<file path="src/design/bovl_pkg.sv">
package bovl_pkg;

  typedef enum logic [2:0] {
    OP_INS_FRONT = 3'd0,
    OP_INS_BACK  = 3'd1,
    OP_REM_FIRST = 3'd2,
    OP_REM_ALL   = 3'd3,
    OP_FIND      = 3'd4
  } bovl_op_e;

  typedef enum logic [2:0] {
    K_PUSH_FRONT,
    K_PUSH_BACK,
    K_DEL_FIRST,
    K_DEL_ALL,
    K_FIND,
    K_NOP
  } bovl_kind_e;

  typedef struct packed {
    logic       vld;
    bovl_kind_e kind;
  } bovl_cmd_t;

endpackage

</file>
<file path="src/design/bovl_front.sv">
module bovl_front
  import bovl_pkg::*;
#(
  parameter int VALUE_BITS = 32
) (
  input  logic                  clk_i,
  input  logic                  rst_ni,
  input  logic                  in_valid_i,
  output logic                  in_stall_o,
  input  logic [2:0]            opcode_i,
  input  logic signed [31:0]    value_i,
  output bovl_cmd_t             cmd_o,
  output logic [VALUE_BITS-1:0] val_o,
  input  logic                  pop_i
);

  bovl_kind_e            kind_q [2];
  logic [VALUE_BITS-1:0] val_q  [2];
  logic                  rp_q, wp_q;
  logic [1:0]            n_q;
  logic                  push;
  logic                  pop;
  bovl_kind_e            kind_in;
  logic [63:0]           ext;

  always_comb begin
    unique case (opcode_i)
      OP_INS_FRONT: kind_in = K_PUSH_FRONT;
      OP_INS_BACK:  kind_in = K_PUSH_BACK;
      OP_REM_FIRST: kind_in = K_DEL_FIRST;
      OP_REM_ALL:   kind_in = K_DEL_ALL;
      OP_FIND:      kind_in = K_FIND;
      default:      kind_in = K_NOP;
    endcase
  end

  assign ext        = {{32{value_i[31]}}, value_i};
  assign in_stall_o = (n_q == 2'd2);
  assign push       = in_valid_i && !in_stall_o;
  assign pop        = pop_i && (n_q != 2'd0);
  assign cmd_o.vld  = (n_q != 2'd0);
  assign cmd_o.kind = kind_q[rp_q];
  assign val_o      = val_q[rp_q];

  always_ff @(posedge clk_i or negedge rst_ni) begin
    if (!rst_ni) begin
      rp_q <= 1'b0;
      wp_q <= 1'b0;
      n_q  <= 2'd0;
    end else begin
      if (push) wp_q <= ~wp_q;
      if (pop)  rp_q <= ~rp_q;
      n_q <= n_q + {1'b0, push} - {1'b0, pop};
    end
  end

  always_ff @(posedge clk_i) begin
    if (push) begin
      kind_q[wp_q] <= kind_in;
      val_q[wp_q]  <= ext[VALUE_BITS-1:0];
    end
  end

endmodule

</file>
<file path="src/design/bovl_back.sv">
module bovl_back
  import bovl_pkg::*;
#(
  parameter int CAPACITY   = 16,
  parameter int VALUE_BITS = 32
) (
  input  logic                  clk_i,
  input  logic                  rst_ni,
  input  bovl_cmd_t             cmd_i,
  input  logic [VALUE_BITS-1:0] val_i,
  output logic                  pop_o,
  output logic                  out_valid_o,
  input  logic                  out_stall_i,
  output logic                  hit_o,
  output logic [4:0]            removed_count_o,
  output logic [4:0]            entry_count_o,
  output logic                  overflow_o
);

  localparam int AW = $clog2(CAPACITY);
  localparam int CW = $clog2(CAPACITY + 1);

  typedef enum logic {S_IDLE, S_SCAN} state_e;

  state_e                state_q, state_d;
  logic [CW-1:0]         cnt_q, cnt_d;
  logic [AW-1:0]         head_q, head_d;
  logic [CW-1:0]         rd_q, rd_d;
  logic [CW-1:0]         wr_q, wr_d;
  logic [CW-1:0]         rem_q, rem_d;
  logic                  hit_q, hit_d;
  bovl_kind_e            kind_q, kind_d;
  logic [VALUE_BITS-1:0] key_q, key_d;
  logic                  ovld_q, ovld_d;
  logic                  ohit_q, ohit_d;
  logic [4:0]            orem_q, orem_d;
  logic [4:0]            ocnt_q, ocnt_d;
  logic                  oovf_q, oovf_d;

  logic [VALUE_BITS-1:0] mem_q [CAPACITY];
  logic [VALUE_BITS-1:0] rdata_q;
  logic [AW-1:0]         raddr, waddr;
  logic                  we;
  logic [VALUE_BITS-1:0] wdata;

  logic                  out_free, start, full, match, drop;
  logic [CW-1:0]         rem_n;
  logic                  hit_n;

  function automatic logic [AW-1:0] phys(input logic [AW-1:0] h, input logic [AW-1:0] i);
    logic [AW:0] s;
    s = {1'b0, h} + {1'b0, i};
    if (s >= (AW+1)'(CAPACITY)) s = s - (AW+1)'(CAPACITY);
    return s[AW-1:0];
  endfunction

  assign out_free = !ovld_q || !out_stall_i;
  assign start    = (state_q == S_IDLE) && cmd_i.vld && out_free;
  assign pop_o    = start;
  assign full     = (cnt_q == CW'(CAPACITY));
  assign match    = (rdata_q == key_q);
  assign drop     = match && ((kind_q == K_DEL_ALL) ||
                              ((kind_q == K_DEL_FIRST) && (rem_q == '0)));
  assign rem_n    = rem_q + CW'(drop);
  assign hit_n    = hit_q | match;

  always_comb begin
    state_d = state_q;
    cnt_d   = cnt_q;
    head_d  = head_q;
    rd_d    = rd_q;
    wr_d    = wr_q;
    rem_d   = rem_q;
    hit_d   = hit_q;
    kind_d  = kind_q;
    key_d   = key_q;
    ovld_d  = ovld_q && out_stall_i;
    ohit_d  = ohit_q;
    orem_d  = orem_q;
    ocnt_d  = ocnt_q;
    oovf_d  = oovf_q;
    raddr   = phys(head_q, '0);
    waddr   = phys(head_q, '0);
    we      = 1'b0;
    wdata   = val_i;

    unique case (state_q)
      S_IDLE: begin
        if (start) begin
          ovld_d = 1'b1;
          ohit_d = 1'b0;
          orem_d = 5'd0;
          oovf_d = 1'b0;
          ocnt_d = 5'(cnt_q);
          unique case (cmd_i.kind)
            K_PUSH_FRONT, K_PUSH_BACK: begin
              if (full) begin
                oovf_d = 1'b1;
              end else begin
                we     = 1'b1;
                cnt_d  = cnt_q + 1'b1;
                ocnt_d = 5'(cnt_q + 1'b1);
                if (cmd_i.kind == K_PUSH_FRONT) begin
                  head_d = (head_q == '0) ? AW'(CAPACITY - 1) : head_q - 1'b1;
                  waddr  = head_d;
                end else begin
                  waddr = phys(head_q, cnt_q[AW-1:0]);
                end
              end
            end
            K_DEL_FIRST, K_DEL_ALL, K_FIND: begin
              if (cnt_q != '0) begin
                ovld_d  = 1'b0;
                state_d = S_SCAN;
                rd_d    = CW'(1);
                wr_d    = '0;
                rem_d   = '0;
                hit_d   = 1'b0;
                kind_d  = cmd_i.kind;
                key_d   = val_i;
              end
            end
            default: ;
          endcase
        end
      end
      S_SCAN: begin
        rem_d = rem_n;
        hit_d = hit_n;
        if (!drop && (kind_q != K_FIND)) begin
          we    = 1'b1;
          waddr = phys(head_q, wr_q[AW-1:0]);
          wdata = rdata_q;
          wr_d  = wr_q + 1'b1;
        end
        if (rd_q < cnt_q) begin
          raddr = phys(head_q, rd_q[AW-1:0]);
          rd_d  = rd_q + 1'b1;
        end else begin
          state_d = S_IDLE;
          cnt_d   = cnt_q - rem_n;
          ovld_d  = 1'b1;
          ohit_d  = hit_n;
          orem_d  = 5'(rem_n);
          ocnt_d  = 5'(cnt_q - rem_n);
          oovf_d  = 1'b0;
        end
      end
      default: state_d = S_IDLE;
    endcase
  end

  always_ff @(posedge clk_i or negedge rst_ni) begin
    if (!rst_ni) begin
      state_q <= S_IDLE;
      cnt_q   <= '0;
      head_q  <= '0;
      rd_q    <= '0;
      wr_q    <= '0;
      rem_q   <= '0;
      hit_q   <= 1'b0;
      kind_q  <= K_NOP;
      key_q   <= '0;
      ovld_q  <= 1'b0;
      ohit_q  <= 1'b0;
      orem_q  <= 5'd0;
      ocnt_q  <= 5'd0;
      oovf_q  <= 1'b0;
    end else begin
      state_q <= state_d;
      cnt_q   <= cnt_d;
      head_q  <= head_d;
      rd_q    <= rd_d;
      wr_q    <= wr_d;
      rem_q   <= rem_d;
      hit_q   <= hit_d;
      kind_q  <= kind_d;
      key_q   <= key_d;
      ovld_q  <= ovld_d;
      ohit_q  <= ohit_d;
      orem_q  <= orem_d;
      ocnt_q  <= ocnt_d;
      oovf_q  <= oovf_d;
    end
  end

  always_ff @(posedge clk_i) begin
    if (we) mem_q[waddr] <= wdata;
    rdata_q <= mem_q[raddr];
  end

  assign out_valid_o     = ovld_q;
  assign hit_o           = ohit_q;
  assign removed_count_o = orem_q;
  assign entry_count_o   = ocnt_q;
  assign overflow_o      = oovf_q;

endmodule

</file>
<file path="src/design/bounded_ordered_value_list_core.sv">
// Ordered list of up to CAPACITY signed values with front/back insert,
// remove-first, remove-all and find.
// Input channel: in_valid_i/in_stall_o with opcode_i and value_i. A word is
// taken when valid is high and stall is low; a two-deep command queue holds
// words while the list engine is busy.
// Output channel: out_valid_o/out_stall_i with hit, removed_count,
// entry_count and overflow; exactly one result word per command, in order.
// Inserts, unused opcodes and scans of an empty list load the result register
// as soon as the engine takes them from the queue. Remove and find walk the list
// one entry per cycle through the single memory read port.
// Throughput: one insert per cycle while the result is not stalled; a scan
// command occupies the engine until it has walked the whole list.
// Reset empties the list and the queue; no clearing pass is needed.
// A stalled result holds steady and blocks the next command from
// completing; the queue keeps taking words until it is full.
module bounded_ordered_value_list_core
  import bovl_pkg::*;
#(
  parameter int CAPACITY   = 16,
  parameter int VALUE_BITS = 32
) (
  input  logic               clk_i,
  input  logic               rst_ni,
  input  logic               in_valid_i,
  output logic               in_stall_o,
  input  logic [2:0]         opcode_i,
  input  logic signed [31:0] value_i,
  output logic               out_valid_o,
  input  logic               out_stall_i,
  output logic               hit_o,
  output logic [4:0]         removed_count_o,
  output logic [4:0]         entry_count_o,
  output logic               overflow_o
);

  bovl_cmd_t             cmd;
  logic [VALUE_BITS-1:0] val;
  logic                  pop;

  bovl_front #(
    .VALUE_BITS(VALUE_BITS)
  ) u_front (
    .clk_i     (clk_i),
    .rst_ni    (rst_ni),
    .in_valid_i(in_valid_i),
    .in_stall_o(in_stall_o),
    .opcode_i  (opcode_i),
    .value_i   (value_i),
    .cmd_o     (cmd),
    .val_o     (val),
    .pop_i     (pop)
  );

  bovl_back #(
    .CAPACITY  (CAPACITY),
    .VALUE_BITS(VALUE_BITS)
  ) u_back (
    .clk_i          (clk_i),
    .rst_ni         (rst_ni),
    .cmd_i          (cmd),
    .val_i          (val),
    .pop_o          (pop),
    .out_valid_o    (out_valid_o),
    .out_stall_i    (out_stall_i),
    .hit_o          (hit_o),
    .removed_count_o(removed_count_o),
    .entry_count_o  (entry_count_o),
    .overflow_o     (overflow_o)
  );

endmodule

</file>
<file path="config.mk">
export PLATFORM = sky130hd
export DESIGN_NAME = bounded_ordered_value_list_core
export DESIGN_NICKNAME = d
export VERILOG_FILES = /design/src/design/bovl_pkg.sv /design/src/design/bovl_front.sv /design/src/design/bovl_back.sv /design/src/design/bounded_ordered_value_list_core.sv
export SDC_FILE = /design/constraint.sdc
export NUM_CORES = 1
export LEC_CHECK = 0
export BUFFER_PORTS_ARGS = -buffer_cell sky130_fd_sc_hd__buf_4
export CORE_MARGIN = 3
export CORE_UTILIZATION = 25
export DETAILED_ROUTE_END_ITERATION = 7
export HOLD_SLACK_MARGIN = 0.1
export PLACE_DENSITY_LB_ADDON = 0.3
export SYNTH_ARGS = -nofsm -noshare
export SYNTH_HDL_FRONTEND = slang
export SYNTH_SLANG_ARGS = --single-unit
</file>
<file path="constraint.sdc">
create_clock -name clk_i -period 5.75 [get_ports clk_i]
set_clock_uncertainty 0.2 [all_clocks]
set_input_delay 0.575 -clock clk_i [delete_from_list [all_inputs] [get_ports clk_i]]
set_output_delay 0.575 -clock clk_i [all_outputs]
set_load 0.02 [all_outputs]
</file>
======== After elaboration in Yosys (flattened, before gate mapping) ========
Memories as Yosys holds them, arrays and structs flattened. A register that Yosys moved wholly into a read port is not among the register bits.
Index checks and enable logic that the tools add are counted.
word-level totals
  bits in registers ....................... 73
  memory bits (writable) .................. 582
  output and inout bits ................... 14
  logic and storage cells ................. 161
  memories ................................ 3
operators by class
  add/subtract/negate cells ............... 15
  magnitude comparators ................... 5
  equal/unequal tests ..................... 22
  mux-type cells .......................... 66
  bitwise logic cells ..................... 5
  reductions and logical operators ........ 29
memories
  name            words  width  read ports  clocked after memory_dff  wr ports  line              text
  u_back.mem_q    16     32     1           1                         1         bovl_back.sv:40   logic [VALUE_BITS-1:0] mem_q [CAPACITY];
  u_front.val_q   2      32     1           0                         1         bovl_front.sv:18  logic [VALUE_BITS-1:0] val_q [2];
  u_front.kind_q  2      3      1           0                         1         bovl_front.sv:17  bovl_kind_e kind_q [2];
operators with widths
  operator                                             number
  2-to-1 mux 5 bit                                     14
  2-to-1 mux 32 bit                                    2
  one-hot mux 5 bit (2 select lines)                   5
  2-to-1 mux 4 bit                                     12
  equality test 32 bit                                 1
  2-to-1 mux 1 bit                                     25
  subtractor 4 x 1 -> 4 bit, second input constant     5
  equality test 3 x 2 -> 1 bit, second input constant  6
  AND reduction 4 bit                                  4
  adder 4 x 4 -> 5 bit                                 3
  adder 5 x 1 -> 5 bit, second input constant          3
  >= comparator 5 bit, second input constant           3
  one-hot mux 3 bit (5 select lines)                   1
  inequality test 2 bit, second input constant         6
  one-hot mux 1 bit (2 select lines)                   6
  logical AND 1 bit                                    8
  one-hot mux 4 bit (2 select lines)                   1
  equality test 3 x 1 -> 1 bit, second input constant  2
  equality test 3 bit, second input constant           2
  zero test 3 bit                                      2
  inequality test 3 bit, second input constant         2
  adder 5 x 1 -> 5 bit                                 1
  equality test 5 bit, second input constant           1
  >= comparator 4 x 5 -> 1 bit, second input constant  1
  19 further kinds                                     26

======== Longest topological paths before layout ========
  word-level depth ........................ 10
  depth in mapped cells ................... 14
  mapped depth without buffers ............ 14

======== By module ========
A second synthesis with hierarchy kept.
second synthesis, totals
  cells, all modules ...................... 1739
  area, all modules ....................... 27762.9 µm²
modules (own cells, without submodules)
  module      times used  cells an instance  area each (µm²)  sequential area each (µm²)
  bovl_back   1           1609               24892.6          17719.5
  bovl_front  1           130                2870.3           2202.1

======== Least setup slack after synthesis ========
OpenSTA, ideal clock, no wires.
  path kind ............................... register -> register
  start ................................... register u_back.head_q[1]
  end ..................................... memory u_back.mem_q[3][0] (enable)
  arrival time ............................ 5.117 ns
  required time ........................... 5.049 ns
  path slack .............................. -0.069 ns
  cell stages (with the launch flop) ...... 10
  cells stage by stage .................... dfrtp_1 inv_1 ha_1 o21bai_1 a21oi_1 o211ai_1 o211ai_1 o2111ai_1 or3_1 nor4_1
on the way
  cells in the longest elaborated chain, start to end .. 8
ends and longest elaborated chain
  what                                                              line              text
  start, declared                                                   bovl_back.sv:27   logic [AW-1:0] head_q, head_d;
  start signal, assigned                                            bovl_back.sv:157  head_q <= '0;
  start signal, assigned                                            bovl_back.sv:172  head_q <= head_d;
  adder 4 x 4 -> 5 bit                                              bovl_back.sv:52   s = {1'b0, h} + {1'b0, i};
  subtractor 4 x 1 -> 4 bit or >= comparator 5 bit (tied branches)  bovl_back.sv:53   if (s >= (AW+1)'(CAPACITY)) s = s - (AW+1)'(CAPACITY);
  2-to-1 mux 4 bit                                                  bovl_back.sv:53
  2-to-1 mux 4 bit                                                  bovl_back.sv:103  if (cmd_i.kind == K_PUSH_FRONT) begin
  2-to-1 mux 4 bit                                                  bovl_back.sv:97   if (full) begin
  2-to-1 mux 4 bit                                                  bovl_back.sv:95   unique case (cmd_i.kind)
  2-to-1 mux 4 bit                                                  bovl_back.sv:89   if (start) begin
  one-hot mux 4 bit (2 select lines) (*)                            bovl_back.sv:87   unique case (state_q)
  end, declared                                                     bovl_back.sv:40
Every way passes the cells marked *; elsewhere a longest branch is shown, timed or not.

======== Final worst setup path ========
  start ................................... register u_back.key_q[26]
  end ..................................... memory u_back.mem_q[13][25] (enable)
on the way
  cells in the longest elaborated chain, start to end .. 8
ends and longest elaborated chain
  what                                    line              text
  start, declared                         bovl_back.sv:33   logic [VALUE_BITS-1:0] key_q, key_d;
  start signal, assigned                  bovl_back.sv:178  key_q <= key_d;
  equality test 32 bit (*)                bovl_back.sv:61   assign match = (rdata_q == key_q);
  logical AND 1 bit (*)                   bovl_back.sv:62   assign drop = match && ((kind_q == K_DEL_ALL) ||
  zero test 1 bit (*)                     bovl_back.sv:130  if (!drop && (kind_q != K_FIND)) begin
  logical AND 1 bit (*)                   bovl_back.sv:130
  2-to-1 mux 1 bit                        bovl_back.sv:130
  one-hot mux 1 bit (2 select lines)      bovl_back.sv:87
  2-to-1 mux 1 bit                        bovl_back.sv:188  if (we) mem_q[waddr] <= wdata;
  2-to-1 mux 1 bit (implied by the code)  bovl_back.sv:188
Marks and branches as above.

==> metrics.md <==
| Metric | Value |
|---|---|
| Worst Hold Class | `input port to flop` |
| Cell Rows | `120` |
| Area contributors post-synth | `edfxtp_1 64%, mux2i_1 9.2%, dfrtp_1 6.4%, o22ai_1 2.9%, mux2_2 2.7%` |
| Gr ovfl total | `0` |
| Clk sink count | `686` |
| Post-CTS Setup Bufs | `0` |
| Buffers on Ports | `52` |
| Top cell type's share of synthesized area | `between 60% and 70%` |
| Initial core utilization | `25.38%` |
| Initial DRC count | `1326` |
| Die area | `113400 um^2` |
| Longest Clk Path Bufs | `3` |
| Post_cts resized | `0` |
| Unrepaired setup endpoints after global routing | `no` |
| Clock Tree Root | `clkbuf_16` |
| Maxcap violations | `0` |
| Antenna viol nets, final | `0` |
| Die W | `336.8 um` |
| # setup viols final | `0` |
| Worst rel slew slack | `22.70%` |
| CTS hold repair buffers | `37` |
| # placed instances | `between 3000 and 4000` |
| Clock latency on the worst-skew pair | `0.61 ns` |
| Arrival time at the worst endpoint | `a little under 5 ns` |
| Pre-CTS setup slack | `0.8405 ns` |
| Required time worst endpoint | `roughly 5.9 ns` |
| Die H | `336.8 um` |
| Syn. warnings | `0` |
| Core area | `107800 um^2` |
| Cell taking the most area after synthesis | `edfxtp_1` |
| Top FF cell, synth | `edfxtp_1` |
| First-pass GRT wire length | `105400 um` |
| Clock transition at path regs | `0.06 ns` |
| Cell area after layout | `between 30000 and 40000 um^2` |
| CTS tree | `done` |
| Register area share after synthesis | `72.82%` |
| Vias in the first global route | `15150` |
| Post-Syn Nets | `between 1500 and 2000` |
| Yosys reg bits | `686` |
| Cts bufs inserted | `74` |
| Layout overhead on the synthesized area | `18.24%` |
| Fin. max-slew vios | `0` |
| DP Area | `29620 um^2` |
| Final Instance Count excl. Fillers | `roughly 3300` |
| Crit path time final | `4.813 ns` |
| Final WS setup | `about 0.94 ns` |
| Ports | `53` |
| GPL Wtd Cong | `0.8318` |
| FMAX | `a little over 200 MHz` |
| Syn Inst Count | `between 1500 and 2000` |
| Largest net degree at the start of global routing | `73` |
| CTS H-tree depth | `3` |
| Drc violations | `0` |
| Synth async-reset ratio | `10.50%` |
| Post-DP HPWL | `between 40000 and 50000 um` |
| Initial antenna violation count | `7` |
| First-pass DRT Iterations | `5` |
| Crit. End Element | `flop` |
| WS Path Type | `flop to flop` |
| Setup crit start kind | `flop` |
| EDFF count, synth | `between 500 and 600` |
| Post-layout util | `30.01%` |
| Drt wl/cell | `22.39 um` |
| Fin crit share | `83.70%` |
| Number of distinct library cells after synthesis | `66` |
| CP max FO | `21` |
| Detailed Route WL | `roughly 73000 um` |
| Post-Syn Area | `27360 um^2` |
| Final #Nets | `between 1500 and 2000` |
| Syn_area_per_cell | `approximately 16 um^2` |
| Layout cells sized above 1 | `between 10% and 20%` |
| Vias per cell | `4.632` |
| Worst-margin pin slew | `1.157 ns` |
| GRT Overall Usage | `about an eighth` |
| Status | `finished, final reports clean` |
| Final Hold Vio Count | `0` |
| Vias | `15140` |
==> final timing paths <==
path                                                       start                               endpoint  slack (ns)  depth (start not counted)
hold / removal                                        in_valid_i               u_front.wp_q$_DFFE_PN0P_        0.16                          3
max in group asynchronous                                 rst_ni               u_front.rp_q$_DFFE_PN0P_        4.13                          2
min in group asynchronous                                 rst_ni            u_back.cnt_q[1]$_DFFE_PN0P_        0.49                          2
hold reg to reg            u_back.removed_count_o[1]$_DFFE_PN0P_  u_back.removed_count_o[1]$_DFFE_PN0P_        0.27                          2
setup / recovery                    u_back.key_q[26]$_DFFE_PN0P_         u_back.mem_q[13][25]$_DFFE_PP_        0.94                          8
setup reg to reg                    u_back.key_q[26]$_DFFE_PN0P_         u_back.mem_q[13][25]$_DFFE_PP_        0.94                          8
==> Yosys cell counts (8+ instances only) <==
library cell and instances:
clkbuf_1 27, nor2_1 26, nand2_1 136, nand4_1 11, mux2i_1 251, ha_1 25
a21o_1 12, a211oi_1 8, nand3_1 16, nand2b_1 9, a21oi_1 17, dfxtp_1 32
o21ai_0 22, buf_2 34, mux2_2 66, o22ai_1 126, dfrtp_1 70, or4_1 30
inv_1 23, nor4_1 9, xnor2_1 46, edfxtp_1 582, xor2_1 11
==> worst max-delay path, stage by stage, from the launching register on <==
cell and delay (ns):
dfrtp_1 0.40, xnor2_1 0.39, nand4_1 0.19, nor4_2 0.57
a31oi_4 0.31, nor3_2 0.81, o22ai_1 0.52, nor2_4 0.75
buf_4 0.34
==> state kept, by name, summed over array words and instances, names as in the netlist, 3 cells and up <==
name and flops:
u_back.rem_q 5, u_back.rdata_q 32, u_front.kind_q 6, u_back.cnt_q 5, u_back.wr_q 4, u_back.removed_count_o 5
u_back.key_q 32, u_back.kind_q 3, u_back.rd_q 5, u_back.head_q 4, u_front.val_q 64, u_back.mem_q 512
==> layout by cell type (no fill, tap or decap), types with 7 or more instances in the layout <==
| master | synthesis | final |
|---|---|---|
| nor4_2 | 2 | 10 |
| or4_1 | 30 | 30 |
| nand2b_1 | 9 | 7 |
| clkinv_2 | 0 | 10 |
| dfrtp_1 | 70 | 69 |
| dfxtp_1 | 32 | 32 |
| ha_1 | 25 | 25 |
| mux2_2 | 66 | 66 |
| a211oi_1 | 8 | 8 |
| xnor2_1 | 46 | 46 |
| nor2_4 | 0 | 10 |
| a21oi_1 | 17 | 17 |
| o21ai_0 | 22 | 22 |
| nand2_1 | 136 | 134 |
| nand3_1 | 16 | 16 |
| xor2_1 | 11 | 11 |
| mux2i_1 | 251 | 251 |
| nor2_1 | 26 | 17 |
| dlygate4sd3_1 | 0 | 37 |
| buf_4 | 6 | 84 |
| clkinv_1 | 0 | 16 |
| nand4_1 | 11 | 11 |
| clkbuf_1 | 27 | 21 |
| clkbuf_16 | 0 | 76 |
| edfxtp_1 | 582 | 582 |
| o22ai_1 | 126 | 126 |
| a21o_1 | 12 | 12 |
| inv_1 | 23 | 23 |
==> metrics by stage <==
step                setup TNS [ns]  hold WS, ns
floorplan                   -4.389      0.07941
global placement                 0       0.2566
detailed placement               0       0.2649
CTS                              0       0.1241
global route                     0       0.1517
finish                           0       0.1590
==> routing by layer <==
layer | wire length, um | share of wire (%) | vias to the layer above | GRT usage [%]
met5 | 0 | 0 | - | 0
met4 | 1537 | 2.1 | 0 | 3.269
met3 | 5530 | 7.6 | 102 | 3.276
met2 | 32550 | 44 | 448 | 19.22
met1 | 33580 | 46 | 7802 | 18.18
li1 | - | - | 6789 | -
==> final cells by class <==
class	count	area [um^2]
timing repair buffer	124	1061
clock inverter	36	361.6
fill	10570	75450
clock buffer	98	1994
tap	1403	1755
sequential	686	19920
antenna	2	5.005
inverter	23	86.33
multi-input combinational	897	7163
==> logic make-up after synthesis <==
kind of cell	count (synthesis)	synth area share, %
muxes	319	11.98
AOI/OAI and AO/OA	225	5.570
DFF	686	72.82
xor gates and xnor gates	57	1.825
buffers and inverters	96	1.582
adders and majority gates	29	1.436
and+or+nand+nor	267	4.788
Power is left out: the tool's default activity adds up to more than one toggle a clock period on the data nets, which glitch-free logic cannot reach.
